===== config.mk =====
export PLATFORM = sky130hd
export DESIGN_NAME = wmsq_lane
export DESIGN_NICKNAME = d
export VERILOG_FILES = /design/src/wmsq_pkg.sv /design/src/wmsq_lane.sv
export VERILOG_INCLUDE_DIRS = /design/src /design/src/src
export SDC_FILE = /design/constraint.sdc
export NUM_CORES = 2
export LEC_CHECK = 0
export BUFFER_PORTS_ARGS = -buffer_cell sky130_fd_sc_hd__buf_2
export CORE_MARGIN = 2
export CORE_UTILIZATION = 55
export CTS_CLUSTER_SIZE = 40
export DETAILED_ROUTE_END_ITERATION = 10
export PLACE_DENSITY = 0.68
export SETUP_SLACK_MARGIN = 0.4
export SLEW_MARGIN = 20
export SYNTH_ARGS = -nofsm -noshare
export SYNTH_HDL_FRONTEND = slang
export SYNTH_SLANG_ARGS = --single-unit

===== constraint.sdc =====
create_clock -name clk -period 11.6 [get_ports clk]
set_input_delay 0.58 -clock clk [delete_from_list [all_inputs] [get_ports clk]]
set_output_delay 0.58 -clock clk [all_outputs]
set_load 0.02 [all_outputs]

===== src/windowed_mean_square_six_channel_top_macros.svh =====
// Assertion macros for the windowed mean square block.
// Used by wmsq_ctrl and wmsq_lane; needs clk and rst in the including scope.
`ifndef WINDOWED_MEAN_SQUARE_SIX_CHANNEL_TOP_MACROS_SVH
`define WINDOWED_MEAN_SQUARE_SIX_CHANNEL_TOP_MACROS_SVH

`ifndef SYNTHESIS

`define WMSQ_IMPLIES(lbl, ante, cons) \
  lbl: assert property (@(posedge clk) disable iff (rst) (ante) |-> (cons)) \
    else $error("assertion failed");

`define WMSQ_NEXT(lbl, ante, cons) \
  lbl: assert property (@(posedge clk) disable iff (rst) (ante) |=> (cons)) \
    else $error("assertion failed");

`else

`define WMSQ_IMPLIES(lbl, ante, cons)

`define WMSQ_NEXT(lbl, ante, cons)

`endif

`endif


===== src/wmsq_pkg.sv =====
// Shared constants, types and register codes for the windowed mean square block.
// No dependencies.
`default_nettype none

package wmsq_pkg;

  localparam int CHANNELS   = 6;
  localparam int MAX_WINDOW = 1024;

  localparam int SAMPLE_W = 16;
  localparam int SQ_W     = 31;
  localparam int SUM_W    = 41;
  localparam int MEAN_W   = 31;
  localparam int LEN_W    = 11;
  localparam int INV_W    = 25;
  localparam int FRAC_W   = 24;
  localparam int HI_W     = SUM_W - FRAC_W;
  localparam int HIP_W    = HI_W + INV_W;
  localparam int LOP_W    = FRAC_W + INV_W;

  localparam int CFG_IDX_W = 2;
  localparam logic [CFG_IDX_W-1:0] REG_WINDOW_LEN = 2'd0;
  localparam logic [CFG_IDX_W-1:0] REG_INV_WINDOW = 2'd1;

  localparam logic [LEN_W-1:0] WINDOW_LEN_RST = 11'd400;
  localparam logic [INV_W-1:0] INV_WINDOW_RST = 25'd41943;

  typedef logic [MEAN_W-1:0] mean_t;

  typedef struct packed {
    logic load1;
    logic load2;
    logic done2;
    logic load3;
    logic load4;
    logic done4;
  } ctl_t;

endpackage

`default_nettype wire


===== src/wmsq_lane.sv =====
// One channel lane: square, windowed accumulate, reciprocal scale, latched mean.
// Depends on wmsq_pkg and the assertion macro header.
`default_nettype none

`include "windowed_mean_square_six_channel_top_macros.svh"

module wmsq_lane (
  input  wire                            clk,
  input  wire                            rst,
  input  wmsq_pkg::ctl_t                 ctl,
  input  wire  [wmsq_pkg::SAMPLE_W-1:0]  sample,
  input  wire  [wmsq_pkg::INV_W-1:0]     inv_window,
  output wmsq_pkg::mean_t                ms
);

  logic [wmsq_pkg::SAMPLE_W-1:0]  mag;
  logic [2*wmsq_pkg::SAMPLE_W-1:0] prod;
  logic [wmsq_pkg::SQ_W-1:0]      sq;
  logic [wmsq_pkg::SUM_W-1:0]     sum;
  logic [wmsq_pkg::SUM_W:0]       sum_ext;
  logic [wmsq_pkg::SUM_W-1:0]     sum_next;
  logic [wmsq_pkg::SUM_W-1:0]     snap;
  logic [wmsq_pkg::HIP_W-1:0]     hi_p;
  logic [wmsq_pkg::LOP_W-1:0]     lo_p;
  logic [wmsq_pkg::HIP_W:0]       mean_full;
  wmsq_pkg::mean_t                mean_next;

  assign mag  = sample[wmsq_pkg::SAMPLE_W-1] ? (~sample + 1'b1) : sample;
  assign prod = mag * mag;

  always_ff @(posedge clk) begin
    if (ctl.load1) begin
      sq <= prod[wmsq_pkg::SQ_W-1:0];
    end
  end

  // saturating accumulate
  assign sum_ext  = {1'b0, sum} + (wmsq_pkg::SUM_W + 1)'(sq);
  assign sum_next = sum_ext[wmsq_pkg::SUM_W] ? {wmsq_pkg::SUM_W{1'b1}}
                                             : sum_ext[wmsq_pkg::SUM_W-1:0];

  always_ff @(posedge clk) begin
    if (rst) begin
      sum <= '0;
    end else if (ctl.load2) begin
      sum <= ctl.done2 ? wmsq_pkg::SUM_W'(sq) : sum_next;
    end
  end

  always_ff @(posedge clk) begin
    if (ctl.load2 && ctl.done2) begin
      snap <= sum;
    end
  end

  // split product keeps each multiplier under 32x32
  always_ff @(posedge clk) begin
    if (ctl.load3) begin
      hi_p <= snap[wmsq_pkg::SUM_W-1:wmsq_pkg::FRAC_W] * inv_window;
      lo_p <= snap[wmsq_pkg::FRAC_W-1:0] * inv_window;
    end
  end

  assign mean_full = {1'b0, hi_p}
                   + (wmsq_pkg::HIP_W + 1)'(lo_p[wmsq_pkg::LOP_W-1:wmsq_pkg::FRAC_W]);
  assign mean_next = (mean_full > (wmsq_pkg::HIP_W + 1)'({wmsq_pkg::MEAN_W{1'b1}}))
                   ? {wmsq_pkg::MEAN_W{1'b1}} : mean_full[wmsq_pkg::MEAN_W-1:0];

  always_ff @(posedge clk) begin
    if (rst) begin
      ms <= '0;
    end else if (ctl.load4 && ctl.done4) begin
      ms <= mean_next;
    end
  end

  `WMSQ_NEXT(a_sum_restart, ctl.load2 && ctl.done2, sum == wmsq_pkg::SUM_W'($past(sq)))
  `WMSQ_NEXT(a_sum_hold, !ctl.load2, sum == $past(sum))
  `WMSQ_NEXT(a_ms_hold, !(ctl.load4 && ctl.done4), ms == $past(ms))

endmodule

`default_nettype wire


# Yosys cells after proc, flatten, opt, wreduce, memory -nomap -nowiden
# Cells that the tools add are included.
# totals
regBits,235
in_bits,49
output_inout_bits,31
elab_cells,20
# op_classes
n_addsub,3
multipliers,3
n_lt_le_gt_ge,1
muxes,4
bitwise,1
reduce_logical,2
# ops
op,count
$mux W41,2
$mul A24 B25 Y49,1
$add A42 B25 Y43,1
$gt A43 B31 Y1 const B,1
$add A41 B31 Y42,1
$mul A17 B25 Y42,1
$mul A16 B16 Y31,1
$mux W31,1
$add A16 B1 Y16 const B,1
$mux W16,1
$not A16 Y16,1
$logic_and A1 B1 Y1,2

# Longest topological paths before layout
# depth
depth_word,4
ltp_mapped,34
ltp_nobuf,33

# Worst setup path after synthesis
# No wires, ideal clock.
# synth_timing
path_kind,input port to flip-flop
from,input port sample[0] (netlist bit)
to,register sq[27] (netlist bit) (data pin)
setup_time_ps,258
t_arrival_ps,7933
required_ps,11342
setup_slack_ps,3409
stages,32
n_path_buf,2
cell_sequence,inv_2 -> clkbuf_1 -> ha_1 -> nand2_1 -> or3_1 -> or2_2 -> nand2b_1 -> o21ai_0 -> xor2_1 -> inv_2 -> clkbuf_1 -> nand2_1 -> fa_1 -> fa_1 -> inv_1 -> fa_1 -> fa_1 -> fa_1 -> inv_1 -> fa_1 -> inv_1 -> ha_1 -> a21o_1 -> a21o_1 -> a21o_1 -> a21oi_1 -> o21ai_0 -> a31o_2 -> a211oi_1 -> o31ai_1 -> a21oi_1 -> xnor2_1
# synth_via
elab_chain_len,4
# synth_rtl
item,line_no,text
start: declaration,wmsq_lane.sv:11,"input wire [wmsq_pkg::SAMPLE_W-1:0] sample,"
$not A16 Y16,wmsq_lane.sv:28,assign mag = sample[wmsq_pkg::SAMPLE_W-1] ? (~sample + 1'b1) : sample;
$add A16 B1 Y16,wmsq_lane.sv:28,
$mux W16 (*),wmsq_lane.sv:28,
$mul A16 B16 Y31 (*),wmsq_lane.sv:29,assign prod = mag * mag;
"net prod, one bit",wmsq_lane.sv:17,logic [2*wmsq_pkg::SAMPLE_W-1:0] prod;
end signal: assignment,wmsq_lane.sv:33,sq <= prod[wmsq_pkg::SQ_W-1:0];
end: declaration,wmsq_lane.sv:18,logic [wmsq_pkg::SQ_W-1:0] sq;
# Mark *: on every way through the listed nets, which the timed path passes. The rest lies on a longest branch.
# A chain may end at the register's enable or synchronous reset.

# Worst setup path in the final report
# Ends and elaborated chain as after synthesis.

==> impl_metrics.csv <==
group,metric,value,unit
clock_tree,cts_max_path_buffers,3,
die,core,0.0884,mm²
run_status,outcome,"finished, final reports clean",
routing,viasPerCell,5.49,
routing,drtAntennaViolNets,0,
sta,finClkSkew,0.0580,ns
clock_tree,cts_tree,"yes",
finish,final.fill_count,7808,
worst_setup_path,crit_slowest_cell,"fa_1",
synth,synth-seq-cells,210,
clock_tree,post_cts_buffers,0,
clock_tree,holdBufCountCts,0,
worst_hold_path,holdCritPathClass,"in -> reg",
clock_tree,clkLatencyLatePin,0.58,ns
synth,netlist_instances,5329,
worst_setup_path,cp_max_fo,17,
worst_setup_path,r2r_slack,3.27,ns
worst_hold_path,worstHoldStart,"sample[0]",
routing,firstDrtPassIters,6,
sta,grt_setup_unrepaired,"no",
placement,routabilityCongestion,0.884,
worst_setup_path,end_kind,"flip-flop",
synth,synthArstFlopShare,0,
die,die_w,303,µm
finish,drive_gt1_frac,0.0422,
synth,ys_seq_area_frac,0.114,
global_route,grt_max_degree,68,
worst_setup_path,endpoint,"sq[27]",
clock_tree,cts_buffers,25,
worst_setup_path,cp_slowest_stage_delay,0.52,ns
global_route,grt_pass1_vias,37600,
sta,fmax,118,MHz
routing,route.detailed.drc,0,
clock_tree,cts_root_buf,"clkbuf_16",
clock_tree,cts.clk_slew.worst_paths,0.06,ns
global_route,gr-total-overflow,0,
worst_setup_path,rr_worst_depth,25,
global_route,track_usage,0.275,
run,maxCapViolCount,0,
die,die_y,303,µm
sta,slew_violations,0,
synth,yosysUniqueCellTypes,80,
clock_tree,cts.sinks,210,
sta,setup_viol,0,
clock_tree,ctsResizeCount,0,
worst_setup_path,crit_type,"in -> reg",
sta,finalCriticalPeriod,8.44,ns
synth,ys.flop_type,"edfxtp_1",
die,io-pin-count,80,
die,rows,109,
sta,worstMarginPinSlew,1.19,ns
sta,fin_setup_tns,0,ns
sta,slew_headroom,0.206,
global_route,grt_antenna_before_repair,4,
synth,netlist_area,0.0491,mm²
routing,drt-initial-drc-count,2340,
worst_setup_path,cp_data_arrival_time,8.72,ns
clock_tree,cts_htree_levels,1,
routing,routedWlPerCell,18.6,µm
placement,dp_hpwl,91400,µm
routing,drt_wl_total,121000,µm
placement,portBuffers,79,
worst_setup_path,start_kind,"primary input",
worst_setup_path,setup.worst_path.start,"sample[0]",
synth,syn_avg_cell_area,9.21,µm²
global_route,grt_pass1_wl,199000,µm
synth,synth_edf_count,138,
finish,area.growth.synth_to_final,4.93,%
finish,nets,6780,
worst_setup_path,r2r_end,"lo_p[48]",
synth,synth_warnings,0,
worst_setup_path,critPathRequiredTime,11.88,ns
sta,hold_violations,0,
routing,vias,35500,
worst_setup_path,crit_top_cell,"fa_1",
worst_setup_path,r2r_start,"snap[1]",
worst_hold_path,hold_path_depth,1,
sta,period_share,0.728,
die,dieArea,0.0916,mm²
die,start_util,0.555,
[cell usage in the layout, fill, tap and decap left out, types with 72 or more instances in the layout]
cell	Yosys	final
a21o_1	92	92
a21oi_1	128	128
and2_1	444	444
buf_2	6	79
buf_4	0	72
dfxtp_1	72	72
edfxtp_1	138	138
fa_1	1011	1011
ha_1	437	437
inv_1	1219	1219
nand2_1	738	738
nor2_1	141	140
o21ai_0	75	75
xnor2_1	110	110
[registers in the layout, indices dropped and copies added, names as in the netlist]
| register | cells |
|---|---|
| sq | 30 |
| sum | 41 |
| snap | 41 |
| ms | 31 |
| lo_p | 25 |
| hi_p | 42 |
[layout make-up]
class	count	area, µm²	area share
Antenna cell	1	2.50	0.0000486
Clock buffer	39	739	0.0144
Clock inverter	7	85.1	0.00165
Inverter	1228	4610	0.0895
Multi-Input combinational cell	3665	38000	0.739
Sequential cell	210	5590	0.109
Tap cell	1165	1460	0.0283
Timing Repair Buffer	153	962	0.0187
[stage by stage]
step	instances	utilization	setup WS, ns	hold slack, ns	area (µm²)
detailed placement	6419	0.573	2.59	0.446	50600
floorplan	5338	-	3.41	0.423	49100
global route	6467	0.582	2.65	0.415	51500
CTS	6465	0.582	3.17	0.408	51400
finish	6468	0.582	3.16	0.422	51500
global placement	6419	0.573	2.83	0.441	50600
[cell usage after synthesis (all sizes together), types with 6 or more instances]
| master | count | area (µm²) |
|---|---|---|
| o21bai | 14 | 105 |
| nand3 | 31 | 155 |
| a211o | 15 | 131 |
| and3 | 25 | 156 |
| edfxtp | 138 | 4140 |
| o21ai | 88 | 448 |
| fa | 1011 | 20200 |
| nand2 | 738 | 2770 |
| nor3 | 23 | 115 |
| inv | 1222 | 4590 |
| clkbuf | 228 | 856 |
| dfxtp | 72 | 1440 |
| o31ai | 11 | 87.6 |
| o21a | 24 | 180 |
| a21o | 92 | 691 |
| a221oi | 6 | 87.6 |
| nor2b | 17 | 106 |
| clkinv | 6 | 22.5 |
| nand2b | 12 | 75.1 |
| a211oi | 36 | 275 |
| a21oi | 129 | 649 |
| o221ai | 14 | 123 |
| and2 | 445 | 2780 |
| or3 | 13 | 81.3 |
| o22ai | 23 | 144 |
| xor2 | 58 | 508 |
| ha | 437 | 5470 |
| buf | 7 | 33.8 |
| nor2 | 141 | 529 |
| a31oi | 46 | 288 |
| a2111oi | 6 | 71.3 |
| or2 | 6 | 37.5 |
| nand4 | 14 | 87.6 |
| xnor2 | 110 | 963 |
| a31o | 8 | 70.1 |
[worst max-delay path, delay by kind of cell]
| family | cells | cell delay, ns |
|---|---|---|
| AOI/OAI and AO/OA | 10 | 2.10 |
| xor gates and xnor gates | 2 | 0.56 |
| adders and majority gates | 8 | 3.34 |
| buffers and inverters | 8 | 1.22 |
| and+or+nand+nor | 4 | 0.91 |
[logic make-up after synthesis]
family / synth area share
compound gates: 0.0751
simple gates: 0.144
xor+xnor: 0.0300
buf+inv: 0.112
fa+ha+maj: 0.524
other cells: 0.000153
mux: 0.000638
flops: 0.114
[layer usage]
metal / up-vias / part of all wire / global-route usage
li1: 16000 / - / -
met1: 18000 / 0.43 / 0.387
met2: 1171 / 0.47 / 0.450
met3: 252 / 0.065 / 0.0310
met4: 2 / 0.035 / 0.0856
met5: - / 0.00011 / 0
[how the worst min path moves through the flow]
stage          endpoint  slack (ns)
3_3_place_gp   snap[35]        0.44
4_1_cts           sq[0]        0.41
6_report          sq[0]        0.42
2_1_floorplan  snap[38]        0.42
3_5_place_dp   snap[28]        0.45
5_1_grt           sq[0]        0.41
Power is not shown: default switching activity piles up to over one toggle a cycle in this logic, so the estimate is an artifact.
