File: config.mk
export PLATFORM = sky130hd
export DESIGN_NAME = wmsq_ctrl
export DESIGN_NICKNAME = d
export VERILOG_FILES = /design/src/wmsq_pkg.sv /design/src/wmsq_ctrl.sv
export VERILOG_INCLUDE_DIRS = /design/src /design/src/src
export SDC_FILE = /design/constraint.sdc
export NUM_CORES = 1
export LEC_CHECK = 0
export BUFFER_PORTS_ARGS = -buffer_cell sky130_fd_sc_hd__buf_4
export CAP_MARGIN = 40
export CORE_MARGIN = 10
export CORE_UTILIZATION = 49
export DETAILED_ROUTE_END_ITERATION = 8
export PLACE_DENSITY = 0.83
export SLEW_MARGIN = 20
export SYNTH_ARGS = -nofsm -noshare
export SYNTH_HDL_FRONTEND = slang
export SYNTH_SLANG_ARGS = --single-unit
File: constraint.sdc
create_clock -name clk -period 3 [get_ports clk]
set_clock_uncertainty 0.1 [all_clocks]
set_input_delay 0.15 -clock clk [delete_from_list [all_inputs] [get_ports clk]]
set_output_delay 0.15 -clock clk [all_outputs]
set_load 0.01 [all_outputs]
File: src/windowed_mean_square_six_channel_top_macros.svh
// Assertion macros for the windowed mean square block.
// Used by wmsq_ctrl and wmsq_lane; needs clk and rst in the including scope.
`ifndef WINDOWED_MEAN_SQUARE_SIX_CHANNEL_TOP_MACROS_SVH
`define WINDOWED_MEAN_SQUARE_SIX_CHANNEL_TOP_MACROS_SVH

`ifndef SYNTHESIS

`define WMSQ_IMPLIES(lbl, ante, cons) \
  lbl: assert property (@(posedge clk) disable iff (rst) (ante) |-> (cons)) \
    else $error("assertion failed");

`define WMSQ_NEXT(lbl, ante, cons) \
  lbl: assert property (@(posedge clk) disable iff (rst) (ante) |=> (cons)) \
    else $error("assertion failed");

`else

`define WMSQ_IMPLIES(lbl, ante, cons)

`define WMSQ_NEXT(lbl, ante, cons)

`endif

`endif

File: src/wmsq_pkg.sv
// Shared constants, types and register codes for the windowed mean square block.
// No dependencies.
`default_nettype none

package wmsq_pkg;

  localparam int CHANNELS   = 6;
  localparam int MAX_WINDOW = 1024;

  localparam int SAMPLE_W = 16;
  localparam int SQ_W     = 31;
  localparam int SUM_W    = 41;
  localparam int MEAN_W   = 31;
  localparam int LEN_W    = 11;
  localparam int INV_W    = 25;
  localparam int FRAC_W   = 24;
  localparam int HI_W     = SUM_W - FRAC_W;
  localparam int HIP_W    = HI_W + INV_W;
  localparam int LOP_W    = FRAC_W + INV_W;

  localparam int CFG_IDX_W = 2;
  localparam logic [CFG_IDX_W-1:0] REG_WINDOW_LEN = 2'd0;
  localparam logic [CFG_IDX_W-1:0] REG_INV_WINDOW = 2'd1;

  localparam logic [LEN_W-1:0] WINDOW_LEN_RST = 11'd400;
  localparam logic [INV_W-1:0] INV_WINDOW_RST = 25'd41943;

  typedef logic [MEAN_W-1:0] mean_t;

  typedef struct packed {
    logic load1;
    logic load2;
    logic done2;
    logic load3;
    logic load4;
    logic done4;
  } ctl_t;

endpackage

`default_nettype wire

File: src/wmsq_ctrl.sv
// Control: configuration registers, sample counter, stage valids and handshakes.
// Depends on wmsq_pkg and the assertion macro header.
`default_nettype none

`include "windowed_mean_square_six_channel_top_macros.svh"

module wmsq_ctrl #(
  parameter int MAX_WINDOW = wmsq_pkg::MAX_WINDOW
) (
  input  wire                             clk,
  input  wire                             rst,
  input  wire                             cfg_valid,
  output logic                            cfg_ready,
  input  wire  [wmsq_pkg::CFG_IDX_W-1:0]  cfg_index,
  input  wire  [wmsq_pkg::INV_W-1:0]      cfg_data,
  input  wire                             in_valid,
  output logic                            in_stall,
  output logic                            out_valid,
  input  wire                             out_stall,
  output logic                            window_done,
  output logic [wmsq_pkg::INV_W-1:0]      inv_window,
  output wmsq_pkg::ctl_t                  ctl
);

  localparam int MaxW = $clog2(MAX_WINDOW + 1);
  localparam int EffW = (MaxW > wmsq_pkg::LEN_W) ? MaxW : wmsq_pkg::LEN_W;

  logic [wmsq_pkg::LEN_W-1:0] window_len;
  logic [wmsq_pkg::LEN_W-1:0] count;
  logic [wmsq_pkg::LEN_W-1:0] count_next;
  logic [EffW-1:0]            len_ext;
  logic [EffW-1:0]            eff_len;
  logic                       done0;
  logic                       v1, v2, v3;
  logic                       d1, d2, d3;
  logic                       rdy1, rdy2, rdy3, rdy4;
  logic                       acc, adv2, adv3, adv4;

  assign cfg_ready = 1'b1;

  always_ff @(posedge clk) begin
    if (rst) begin
      window_len <= wmsq_pkg::WINDOW_LEN_RST;
      inv_window <= wmsq_pkg::INV_WINDOW_RST;
    end else if (cfg_valid && cfg_ready) begin
      case (cfg_index)
        wmsq_pkg::REG_WINDOW_LEN: window_len <= cfg_data[wmsq_pkg::LEN_W-1:0];
        wmsq_pkg::REG_INV_WINDOW: inv_window <= cfg_data;
        default: ;
      endcase
    end
  end

  assign len_ext = EffW'(window_len);
  assign eff_len = (len_ext > EffW'(MAX_WINDOW)) ? EffW'(MAX_WINDOW) : len_ext;
  assign done0   = EffW'(count) >= eff_len;

  // stage ready chain, bubbles collapse
  assign rdy4 = !out_valid || !out_stall;
  assign adv4 = v3 && rdy4;
  assign rdy3 = !v3 || rdy4;
  assign adv3 = v2 && rdy3;
  assign rdy2 = !v2 || rdy3;
  assign adv2 = v1 && rdy2;
  assign rdy1 = !v1 || rdy2;
  assign acc  = in_valid && rdy1;
  assign in_stall = !rdy1;

  assign count_next = done0 ? wmsq_pkg::LEN_W'(1) : count + 1'b1;

  always_ff @(posedge clk) begin
    if (rst) begin
      count     <= '0;
      v1        <= 1'b0;
      v2        <= 1'b0;
      v3        <= 1'b0;
      out_valid <= 1'b0;
    end else begin
      if (acc) begin
        count <= count_next;
      end
      v1        <= acc  || (v1 && !adv2);
      v2        <= adv2 || (v2 && !adv3);
      v3        <= adv3 || (v3 && !adv4);
      out_valid <= adv4 || (out_valid && out_stall);
    end
  end

  always_ff @(posedge clk) begin
    if (acc) begin
      d1 <= done0;
    end
    if (adv2) begin
      d2 <= d1;
    end
    if (adv3) begin
      d3 <= d2;
    end
    if (adv4) begin
      window_done <= d3;
    end
  end

  assign ctl.load1 = acc;
  assign ctl.load2 = adv2;
  assign ctl.done2 = d1;
  assign ctl.load3 = adv3;
  assign ctl.load4 = adv4;
  assign ctl.done4 = d3;

  `WMSQ_NEXT(a_count_restart, acc && done0, count == wmsq_pkg::LEN_W'(1))
  `WMSQ_IMPLIES(a_take_when_empty, !v1, !in_stall)
  `WMSQ_NEXT(a_out_fill, adv4, out_valid)

endmodule

`default_nettype wire
# Word-level counts from Yosys, hierarchy flattened
# Cells that the tools add are included.
dict set report op_classes {
  shifts 0
  bitwise 0
  div 0
  mux 2
  eq_ne 1
  addsub 1
  n_mul 0
  magnitude_cmp 2
  reduce_logical 28
}
# cell n
set ops {}
lappend ops {{11-bit two-way mux} 2}
lappend ops {{11-bit by 1-bit adder with 11-bit output, second input constant} 1}
lappend ops {{11-bit greater-or-equal comparator} 1}
lappend ops {{11-bit greater-than comparator, second input constant} 1}
lappend ops {{1-bit logical NOT} 9}
lappend ops {{1-bit logical AND} 8}
lappend ops {{1-bit logical OR} 8}
lappend ops {{2-bit AND reduction} 2}
lappend ops {{2-bit by 1-bit == test with 1-bit output, second input constant} 1}
lappend ops {{2-bit logical NOT} 1}
dict set report word_totals {
  output_inout_bits 35
  rom_bits 0
  latch_bits 0
  mem_count 0
  inputBits 32
  word_cells 45
  ram_bits 0
  reg_bits 55
}

# Depth between registers and ports, before layout
# Gate-level depths: netlist of run 1.
dict set report depth {
  ltp_word 8
  ltp_mapped 8
  ltp_nobuf 8
}

# Least setup slack after synthesis of run 1
# Ideal clock, no wire load.
dict set report synth_timing {
  path_type {register to register}
  startpoint {register window_len (netlist bit len_ext[10])}
  endpoint {register count[0] (netlist bit)}
  setup_ns 0.115
  setup_slack_ns 0.940
  path_stages_with_launch 9
  synth_period_minus_slack_ns 2.060
  arrival_ns 1.846
  n_path_buf 0
  t_required_ns 2.785
  cell_sequence {dfxtp_1 clkinv_1 nand2_1 ha_1 a2111oi_0 o21ai_1 nor2_4 a31oi_2 o21a_1}
}
dict set report synth_between {
  elab_chain_cells 4
}
# item line_no
set synth_rtl {}
lappend synth_rtl {{start, declared} wmsq_ctrl.sv:28} ;# logic [wmsq_pkg::LEN_W-1:0] window_len;
lappend synth_rtl {{start signal, assigned} wmsq_ctrl.sv:43} ;# window_len <= wmsq_pkg::WINDOW_LEN_RST;
lappend synth_rtl {{start signal, assigned} wmsq_ctrl.sv:47} ;# wmsq_pkg::REG_WINDOW_LEN: window_len <= cfg_data[wmsq_pkg::LEN_W-1:0];
lappend synth_rtl {{11-bit greater-than comparator} wmsq_ctrl.sv:55} ;# assign eff_len = (len_ext > EffW'(MAX_WINDOW)) ? EffW'(MAX_WINDOW) : len_ext;
lappend synth_rtl {{11-bit two-way mux (*)} wmsq_ctrl.sv:55}
lappend synth_rtl {{11-bit greater-or-equal comparator (*)} wmsq_ctrl.sv:56} ;# assign done0 = EffW'(count) >= eff_len;
lappend synth_rtl {{11-bit two-way mux (*)} wmsq_ctrl.sv:69} ;# assign count_next = done0 ? wmsq_pkg::LEN_W'(1) : count + 1'b1;
lappend synth_rtl {{end signal, assigned} wmsq_ctrl.sv:80} ;# count <= count_next;
lappend synth_rtl {{end, declared} wmsq_ctrl.sv:29} ;# logic [wmsq_pkg::LEN_W-1:0] count;
# Mark *: on every way between the ends. The rest lies on a longest branch, timed or not.
# A chain may end at the register's enable or synchronous reset.

# Worst setup path in the final report of run 1
dict set report layout_timing {
  startpoint {register window_len (netlist bit len_ext[10])}
  endpoint {register count[4] (netlist bit)}
}
# The elaborated chain is that of the path after synthesis.

==> results of run 1 <==
[metal layers]
metal	track usage, %	part of all wire, %	vias up
met5	0	0	-
met4	4.63	2.5	0
met3	6.60	8.6	17
met2	27.9	50	80
met1	16.2	39	1090
li1	-	-	1186
[cells in the final DEF (no fill, tap or decap), types with 2 or more instances in the layout]
cell type	count
nand3_1	5
clkbuf_8	5
a21oi_1	32
nor3_1	3
inv_1	5
dlygate4sd3_1	27
nand2_1	88
a21boi_0	2
edfxtp_1	4
nand3b_1	16
o32ai_1	4
o21ai_1	2
xnor2_1	4
inv_2	3
nor2_1	14
buf_4	66
o21ai_0	4
nor2b_1	3
clkinv_1	2
dfxtp_1	51
ha_1	12
or3_1	2
[critical path: stages (launching register included)]
cell and delay [ps]:
dfxtp_1 360, clkinv_1 230, nand2_1 140, ha_1 250, a2111oi_0 460, o21ai_1 230
a211oi_1 280, o21bai_1 220, nor2_1 140
[cell families after synthesis]
family / Yosys count
xor gates and xnor gates: 5
and+or+nand+nor: 147
AOI/OAI and AO/OA: 54
buffers and inverters: 28
other: 1
adders and majority gates: 12
DFF: 55
[flip-flops by register name (all words and copies together), names as in the netlist]
signal       count
count           11
d1               1
d2               1
d3               1
inv_window      25
len_ext         11
out_valid        1
v1               1
v2               1
v3               1
window_done      1
[final timing paths]
path,from,to,slack [ps],depth (start not counted)
max,len_ext[10],count[4],540,8
min,rst,out_valid,180,2
max reg2reg,len_ext[10],count[4],540,8
min reg2reg,d2,d3,350,0
[layout make-up]
type                       count  area (µm²)  area share, %
clock buffer                   5        68.8           2.02
clock inverter                 3        17.5          0.515
multi-input combinational    219        1260           37.1
inverter                       9        33.8          0.992
tap                           70        87.6           2.57
timing repair buffer          95         792           23.3
sequential                    55        1140           33.5
[report_power, final]
group	internal (W)	leakage [nW]	total [W]	switching (W)
Sequential	0.000764	0.454	0.000781	0.0000171
Combinational	0.000107	0.922	0.000205	0.0000980
Clock	0.000164	0.0460	0.000413	0.000249
[stage by stage]
step           total power, W  instances  setup slack (ps)  hold slack [ps]
3_3_place_gp         0.000962        419               694              259
6_report              0.00140        456               538              181
2_1_floorplan        0.000890        302               940              171
5_1_grt               0.00146        456               311              196
4_1_cts               0.00141        456               558              171
3_5_place_dp         0.000970        421               671              269
[what timing repair did]
item	4_1_cts	5_1_grt
endpoints found under the setup margin	0	0
hold endpoints to repair	36	0
hold buffers	27	0
==> impl_metrics.yaml, run 1 <==
synth:
  synth_area_um2: 2550
  async_flop_share_pct: 0
  yosysMostFrequentCell: "nand2_1"
  synth_edf_count: 4
  avgSynthCellArea_um2: 8.43
  synthMuxAreaShare_pct: 0
  synth_fa_ha_area_share_pct: 5.90
  synthFlopType: "dfxtp_1"
  ys_warn_count: 0
  ys_seq_elements: 55
  netlist.area_leader.share_pct: 40.1
  yosys-top-cells-area: "dfxtp_1 (40%), nand2_1 (13%), a21oi_1 (6.3%)"
  synth_compound_area_share_pct: 13.7
  synth_cell_types: 50
  syn_nets: 346
  synth_top_family_by_area: "simple AND/OR/NAND/NOR gates"
  synth_xor_area_share_pct: 1.72
  postSynthCellCount: 302
  ys_seq_area_share_pct: 44.8
  synth_area_leader_cell: "dfxtp_1"
  synthSimpleGateAreaFrac_pct: 28.2
  synthTopCellsByCount: "nand2_1 (88), dfxtp_1 (51), a21oi_1 (32), nand3b_1 (16), nor2_1 (14)"
final_layout:
  stdcell_area_um2: 3400
  area_growth_pct: 33.7
  n_antenna_cell: 0
  utilization_pct: 67.1
  drive_above_1_share_pct: 23.6
  fill_cells: 409
  fin_nets: 429
setup_path:
  crit_type: "reg -> reg"
  worstPathRequired_ps: 3150
  path_max_fanout: 10
  critPathLaunchType: "flop"
  setup.worst_path.end_class: "flop"
  crit_arrival_ps: 2610
clock_network:
  cts_resized: 0
  cts_tree: "yes"
  cts.reportedPaths.clkPinSlew_ps: 100
  cts_setup_buffers: 0
  cts_buffer_depth: 2
  clock-sinks: 55
  h-tree-depth: 2
  cts_made_buffers: 5
  clock_latency_ps: 310
  root_buffer: "clkbuf_8"
sta:
  maxSlewViolCount: 0
  hold_viol_final: 0
  finalCriticalPeriod_ps: 2460
  final.setup.tns_ps: 0
  slew_headroom_pct: 64.7
  worst_slew_pin_slew_ps: 528
  fin_crit_sh_pct: 82.1
  clock.fmax_mhz: 406
  setup_viol_count_final: 0
  rsz0062_at_grt: "no"
place:
  dp_hpwl_mm: 4.58
  dpl_cell_area_um2: 3050
  gp_congestion: 0.945
  io_buffers: 65
drt:
  wire_per_inst_um: 14.6
  routed_wl_mm: 6.64
  vias: 2373
  drt_iter0_markers: 166
  ant_nets: 0
  route.detailed.drc: 0
  drt_pre_antenna_iters: 4
  via_per_inst: 5.20
die:
  boundaryPins: 67
  start_util_pct: 50.2
  rows: 26
  dieArea_um2: 8480
  die_h_um: 92.1
  coreArea_um2: 5070
  die_w_um: 92.1
pwr:
  pwr_density_cell_nw_per_um2: 411
  power.leakage_nw: 1.42
  peakVddDrop_uv: 372
grt:
  grt_max_degree: 53
  grt_pass1_vias: 2392
  grt_first_pass_wirelength_mm: 11.1
  grtUsageTotal_pct: 15.6
  grt_overflow: 0
  antenna_found_initial: 0
worst_hold_path:
  hold_class: "in -> reg"
run:
  drv_cap: 0
outcome:
  outcome: "finished, final reports clean"
Note: power is estimated with default switching activity, not from simulation.
==> run 2: changes to the inputs <==
- ABC_AREA: default -> 1
- CORE_UTILIZATION: 49 -> 47
- clock period: 3 -> 2.1 ns (I/O delays scaled with it)
==> run 2 against run 1 <==
The flow now finishes with violations (setup timing). Synthesized area fell by 2.4%. Maximum frequency increased by 5.9%. Sequential power grew 45%. Largest cell class unchanged. Highest routed layer unchanged.
==> impl_metrics.yaml, run 2 <==
sta:
  fin_crit_sh_pct: 111
  setup_viol_count_final: 12
  maxSlewViolCount: 0
  worst_slack_ps: -224
  worst_slew_pin_slew_ps: 534
  rsz0062_at_grt: "yes"
  hold_viol_final: 0
  clock.fmax_mhz: 430
  holdWs_ps: 29.7
  finalCriticalPeriod_ps: 2320
  slew_headroom_pct: 64.3
setup_path:
  crit_top_cell: "nand2_1"
  r2r_start: "len_ext[2]"
  path_cells: "or2_4 -> nor4_4 -> nand2_2 -> nand2_4 -> nand2_1 -> ha_4 -> nand2_1 -> nand2_1 -> a21oi_2 -> nand2_1 -> nand2_1 -> nand2_2 -> nand2_4 -> nand2_8 -> nor2_4"
  crit_type: "reg -> reg"
  critPathLaunchType: "flop"
  max_stage_delay_ps: 330
  crit_arrival_ps: 2480
  crit_path_start: "len_ext[2]"
  cp_num_buf_inv: 0
  critPathSlowestCell: "dfxtp_2"
  setup.worst_path.end_class: "flop"
  path_max_fanout: 6
  worstPathRequired_ps: 2250
  critical_path.top_delay_family: "simple AND/OR/NAND/NOR gates"
synth:
  synth_area_leader_cell: "dfxtp_1"
  synth_cell_types: 34
  synthTopCellsByCount: "nand2_1 (70), nor2_1 (66), dfxtp_1 (51), o21ai_0 (24)"
  yosys-top-cells-area: "dfxtp_1 (41%), nand2_1 (11%), nor2_1 (10%)"
  synth_area_um2: 2480
  synthFlopType: "dfxtp_1"
  netlist.area_leader.share_pct: 41.1
  yosysMostFrequentCell: "nand2_1"
  avgSynthCellArea_um2: 7.69
  async_flop_share_pct: 0
  ys_seq_area_share_pct: 45.9
  postSynthCellCount: 323
  ys_warn_count: 0
  ys_seq_elements: 55
  syn_nets: 367
  synth_edf_count: 4
pwr:
  finalPower_w: 0.00211
  pwr_density_cell_nw_per_um2: 598
  peakVddDrop_uv: 421
  power.leakage_nw: 1.63
worst_hold_path:
  hold_class: "in -> reg"
  worstHoldStart: "out_stall"
clock_network:
  clock_latency_ps: 320
  h-tree-depth: 2
  root_buffer: "clkbuf_8"
  clock-sinks: 55
  cts.reportedPaths.clkPinSlew_ps: 90
  cts_buffer_depth: 2
  cts_tree: "yes"
  cts_made_buffers: 5
final_layout:
  fin_nets: 461
  area_growth_pct: 41.9
  final_common_cell: "buf_4"
  drive_above_1_share_pct: 27.5
  regMostFlops: "inv_window"
  most-common-layout-cells: "buf_4 (75), nand2_1 (63), nor2_1 (63)"
  utilization_pct: 69.0
  largest_reg_flops: 25
  n_antenna_cell: 0
  fin_cells: 488
  stdcell_area_um2: 3530
die:
  die_h_um: 92.7
  start_util_pct: 48.7
  coreArea_um2: 5110
  dieArea_um2: 8600
  die_w_um: 92.7
  boundaryPins: 67
  rows: 26
grt:
  antenna_found_initial: 0
  grt_overflow: 0
  grt_pass1_vias: 2476
  grt.met3_usage_pct: 7.91
  met2_usage_pct: 26.8
  grtUsageMet1_pct: 16.8
  top_usage_layer: "met2"
  grtUsageTotal_pct: 15.6
  grt_max_degree: 40
  grt_first_pass_wirelength_mm: 11.3
place:
  io_buffers: 65
  dpl_cell_area_um2: 3030
  dp_hpwl_mm: 4.36
  gp_congestion: 0.809
  placed_cells: 450
drt:
  route.detailed.drc: 0
  wire_per_inst_um: 13.9
  ant_nets: 0
  vias: 2398
  via_per_inst: 4.91
  drt_iter0_markers: 136
  routed_wl_mm: 6.80
  drt_pre_antenna_iters: 4
outcome:
  violations: "setup timing"
  outcome: "complete, but fails checks"
run:
  drv_cap: 0
## run 2: per-layer routing
metal	vias up	wire length, µm
met4	0	84
met1	1100	2700
met3	9	636
met2	80	3380
li1	1209	-
met5	-	0
## run 2: cells by family (layout without fill, tap and decap cells)
group	after synthesis	count (layout)	share of synthesized area, %
AND/OR/NAND/NOR	171	172	30.1
XOR/XNOR	5	5	1.76
flip-flops	55	55	45.9
adder cells (fa/ha/maj)	12	12	6.04
AO/OA/AOI/OAI	42	42	8.96
other	1	1	0.151
buffers and inverters	37	131	7.10
## run 2: per-stage QoR
stage	setup slack, ps	setup TNS [ps]
final	-224	-2360
after global routing	-361	-3940
after CTS	-144	-1340
after detailed placement	-206	-2210
after global placement	-87.3	-879
after floorplan	7.89	0
## run 2: final timing paths
| path | endpoint | slack [ps] | cells past startpoint |
|---|---|---|---|
| max | count[3] | -220 | 15 |
| min | window_done | 30 | 2 |
| max reg2reg | count[3] | -220 | 15 |
| min reg2reg | d3 | 330 | 0 |
## run 2: final cells by class
cell class              count  area (µm²)
clock inverters             2        17.5
multi-input cells         232        1280
inverters                  21        81.3
well taps                  70        87.6
flip-flops and latches     55        1140
clock buffers               6        82.6
repair buffers            102         833
fillers                   385        1580
## run 2: report_power, final
part           internal (W)  leakage [nW]  switching, W  total, W
clock network      0.000277        0.0522      0.000358  0.000635
registers           0.00110         0.456     0.0000305   0.00113
logic              0.000176          1.13      0.000167  0.000343
total               0.00155          1.63      0.000556   0.00211
## run 2: repair_timing
| item | 4_1_cts | 5_1_grt |
|---|---|---|
| hold buffers | 27 | 0 |
| endpoints found under the hold margin | 40 | 0 |
| buffers inserted | 1 | 1 |
| pin swaps | 5 | 6 |
| resized for setup | 6 | 17 |
| setup endpoints to repair | 12 | 12 |
| gates cloned | 0 | 1 |
## run 2: worst reg2reg max path: stages, from the launching register on
cell,delay (ps)
dfxtp_2,330
or2_4,260
nor4_4,240
nand2_2,110
nand2_4,110
nand2_1,100
ha_4,230
nand2_1,70
nand2_1,80
a21oi_2,120
nand2_1,60
nand2_1,70
nand2_2,90
nand2_4,120
nand2_8,70
nor2_4,110
==> run 3: changes to the inputs <==
- CORE_UTILIZATION: 47 -> 40
- PLACE_DENSITY: 0.83 -> 0.74
- SLEW_MARGIN: 20 -> default
- clock period: 2.1 -> 2 ns (I/O delays scaled with it)
==> run 3 against run 2 <==
The flow still finishes with violations (setup timing). Cell area down 2.2%. First-iteration DRC count down 60%. Critical endpoint is now count[2]. Worst hold slack better by 30 ps. Critical path type unchanged. Die area up 14%. Non-clock buffer count down 1. Sequential share of layout area up 0.73 points. Via count down 3.7%. Worst setup slack worse by 52 ps. Combinational power about the same.
==> impl_metrics.yaml, run 3 (synthesis gave the netlist of run 2 again) <==
worst_hold_path:
  whs_endpoint: "v1"
  hold_path_depth: 3
  worstHoldStart: "in_valid"
  hold_class: "in -> reg"
clock_network:
  root_buffer: "clkbuf_8"
  cts_buffer_depth: 2
  cts_tree: "yes"
  h-tree-depth: 2
  clock_latency_ps: 300
  clock-sinks: 55
  cts_made_buffers: 5
  cts.reportedPaths.clkPinSlew_ps: 90
sta:
  finalCriticalPeriod_ps: 2280
  hold_viol_final: 0
  fin_crit_sh_pct: 114
  slew_headroom_pct: 63.0
  rsz0062_at_grt: "yes"
  setup_viol_count_final: 12
  clock.fmax_mhz: 439
  worst_slack_ps: -276
  maxSlewViolCount: 0
  worst_slew_pin_slew_ps: 553
setup_path:
  crit_arrival_ps: 2380
  setup.worst_path.end_class: "flop"
  critPathLaunchType: "flop"
  worstPathRequired_ps: 2100
  crit_type: "reg -> reg"
  ff2ff_path_depth: 14
  r2r_setup_slack_ps: -280
  path_max_fanout: 9
  timing.rr.end: "count[2]"
  r2r_start: "len_ext[2]"
die:
  rows: 28
  die_h_um: 98.8
  dieArea_um2: 9760
  coreArea_um2: 5990
  boundaryPins: 67
  start_util_pct: 41.5
  die_w_um: 98.8
drt:
  routed_wl_mm: 6.24
  ant_nets: 0
  drt_iter0_markers: 54
  vias: 2310
  route.detailed.drc: 0
  wire_per_inst_um: 12.7
  via_per_inst: 4.70
  drt_pre_antenna_iters: 4
grt:
  antenna_found_initial: 0
  grtUsageTotal_pct: 12.5
  grt_overflow: 0
  grt_max_degree: 37
  grt_pass1_vias: 2298
  grt_first_pass_wirelength_mm: 10.4
final_layout:
  area_growth_pct: 38.8
  n_antenna_cell: 0
  fill_cells: 527
  fin_cells: 491
  drive_above_1_share_pct: 25.0
  most-common-layout-cells: "buf_4 (74), nand2_1 (69), nor2_1 (64)"
  largest_reg_flops: 25
  regMostFlops: "inv_window"
  fin_nets: 459
  stdcell_area_um2: 3450
  final_common_cell: "buf_4"
place:
  dp_hpwl_mm: 4.49
  dpl_cell_area_um2: 3040
  gp_congestion: 0.806
  placed_cells: 455
  io_buffers: 65
outcome:
  violations: "setup timing"
  outcome: "complete, but fails checks"
pwr:
  internal-power_w: 0.00158
  power.leakage_nw: 1.62
  comb_power_share_pct: 16.1
  switching_share_pct: 25.5
  pwr-share-seq_pct: 55.8
  p_clk_share_pct: 28.1
  pwr_density_cell_nw_per_um2: 616
  peakVddDrop_uv: 525
  switchingPower_w: 0.000542
run:
  drv_cap: 0
==> run 3: timing repair <==
action	in CTS	in global routing
hold endpoints to repair	41	0
pin swaps	3	2
endpoints found under the setup margin	12	12
gates resized for setup	2	7
hold buffers	27	0
buffers inserted	0	1
==> run 3: how the worst max path moves through the flow <==
stage / from / end / slack, ps / cells past startpoint
after detailed placement: len_ext[0] / count[3] / -240 / 15
after floorplan: len_ext[0] / count[2] / -60 / 17
after CTS: len_ext[2] / count[3] / -270 / 15
final: len_ext[2] / count[2] / -280 / 14
after global routing: len_ext[2] / count[6] / -390 / 14
after global placement: len_ext[0] / count[10] / -150 / 17
==> run 3: worst max-delay path, stage by stage, from the launching register on <==
cell	delay, ps
dfxtp_2	330
or2_4	250
nor4_4	190
nand2_1	100
nand2_2	120
buf_4	120
nand2_1	50
ha_1	280
nand2_1	70
nor2_1	150
nand2_1	80
nand2_2	100
nand2_4	80
nand2_8	100
nor2_1	40
==> run 3: per-layer routing <==
layer  track usage (%)  part of all wire (%)  vias to the layer above
met1              14.1                    44                     1038
li1                  -                     -                     1208
met3              6.08                   8.6                        7
met2              20.2                    46                       57
met4              4.08                   1.3                        0
met5                 0                     0                        -
==> run 3: power groups by stage <==
stage	Clock [W]	Sequential, W	Combinational (W)
2_1_floorplan	0	0.00122	0.000142
3_3_place_gp	0	0.00121	0.000281
3_5_place_dp	0	0.00121	0.000288
4_1_cts	0.000621	0.00118	0.000334
5_1_grt	0.000666	0.00119	0.000380
6_report	0.000596	0.00118	0.000341
==> run 3: final cells by class <==
type | count | area [µm²] | area share (%)
sequential | 55 | 1140 | 33.1
clock inverter | 2 | 11.3 | 0.327
multi-input combinational | 231 | 1220 | 35.4
clock buffer | 6 | 72.6 | 2.10
tap | 75 | 93.8 | 2.72
inverter | 21 | 81.3 | 2.36
timing repair buffer | 101 | 826 | 23.9
==> run 3: per-stage QoR <==
| step | hold WS (ps) | power [W] | util [%] | setup WS [ps] | setup TNS, ps |
|---|---|---|---|---|---|
| 6_report | 59.9 | 0.00212 | 57.6 | -276 | -2970 |
| 5_1_grt | 51.4 | 0.00224 | 57.6 | -394 | -4400 |
| 2_1_floorplan | 69.1 | 0.00136 | - | -55.8 | -567 |
| 3_5_place_dp | 212 | 0.00150 | 50.7 | -243 | -2590 |
| 3_3_place_gp | 210 | 0.00149 | 50.7 | -154 | -1690 |
| 4_1_cts | 40.0 | 0.00214 | 56.9 | -267 | -2870 |
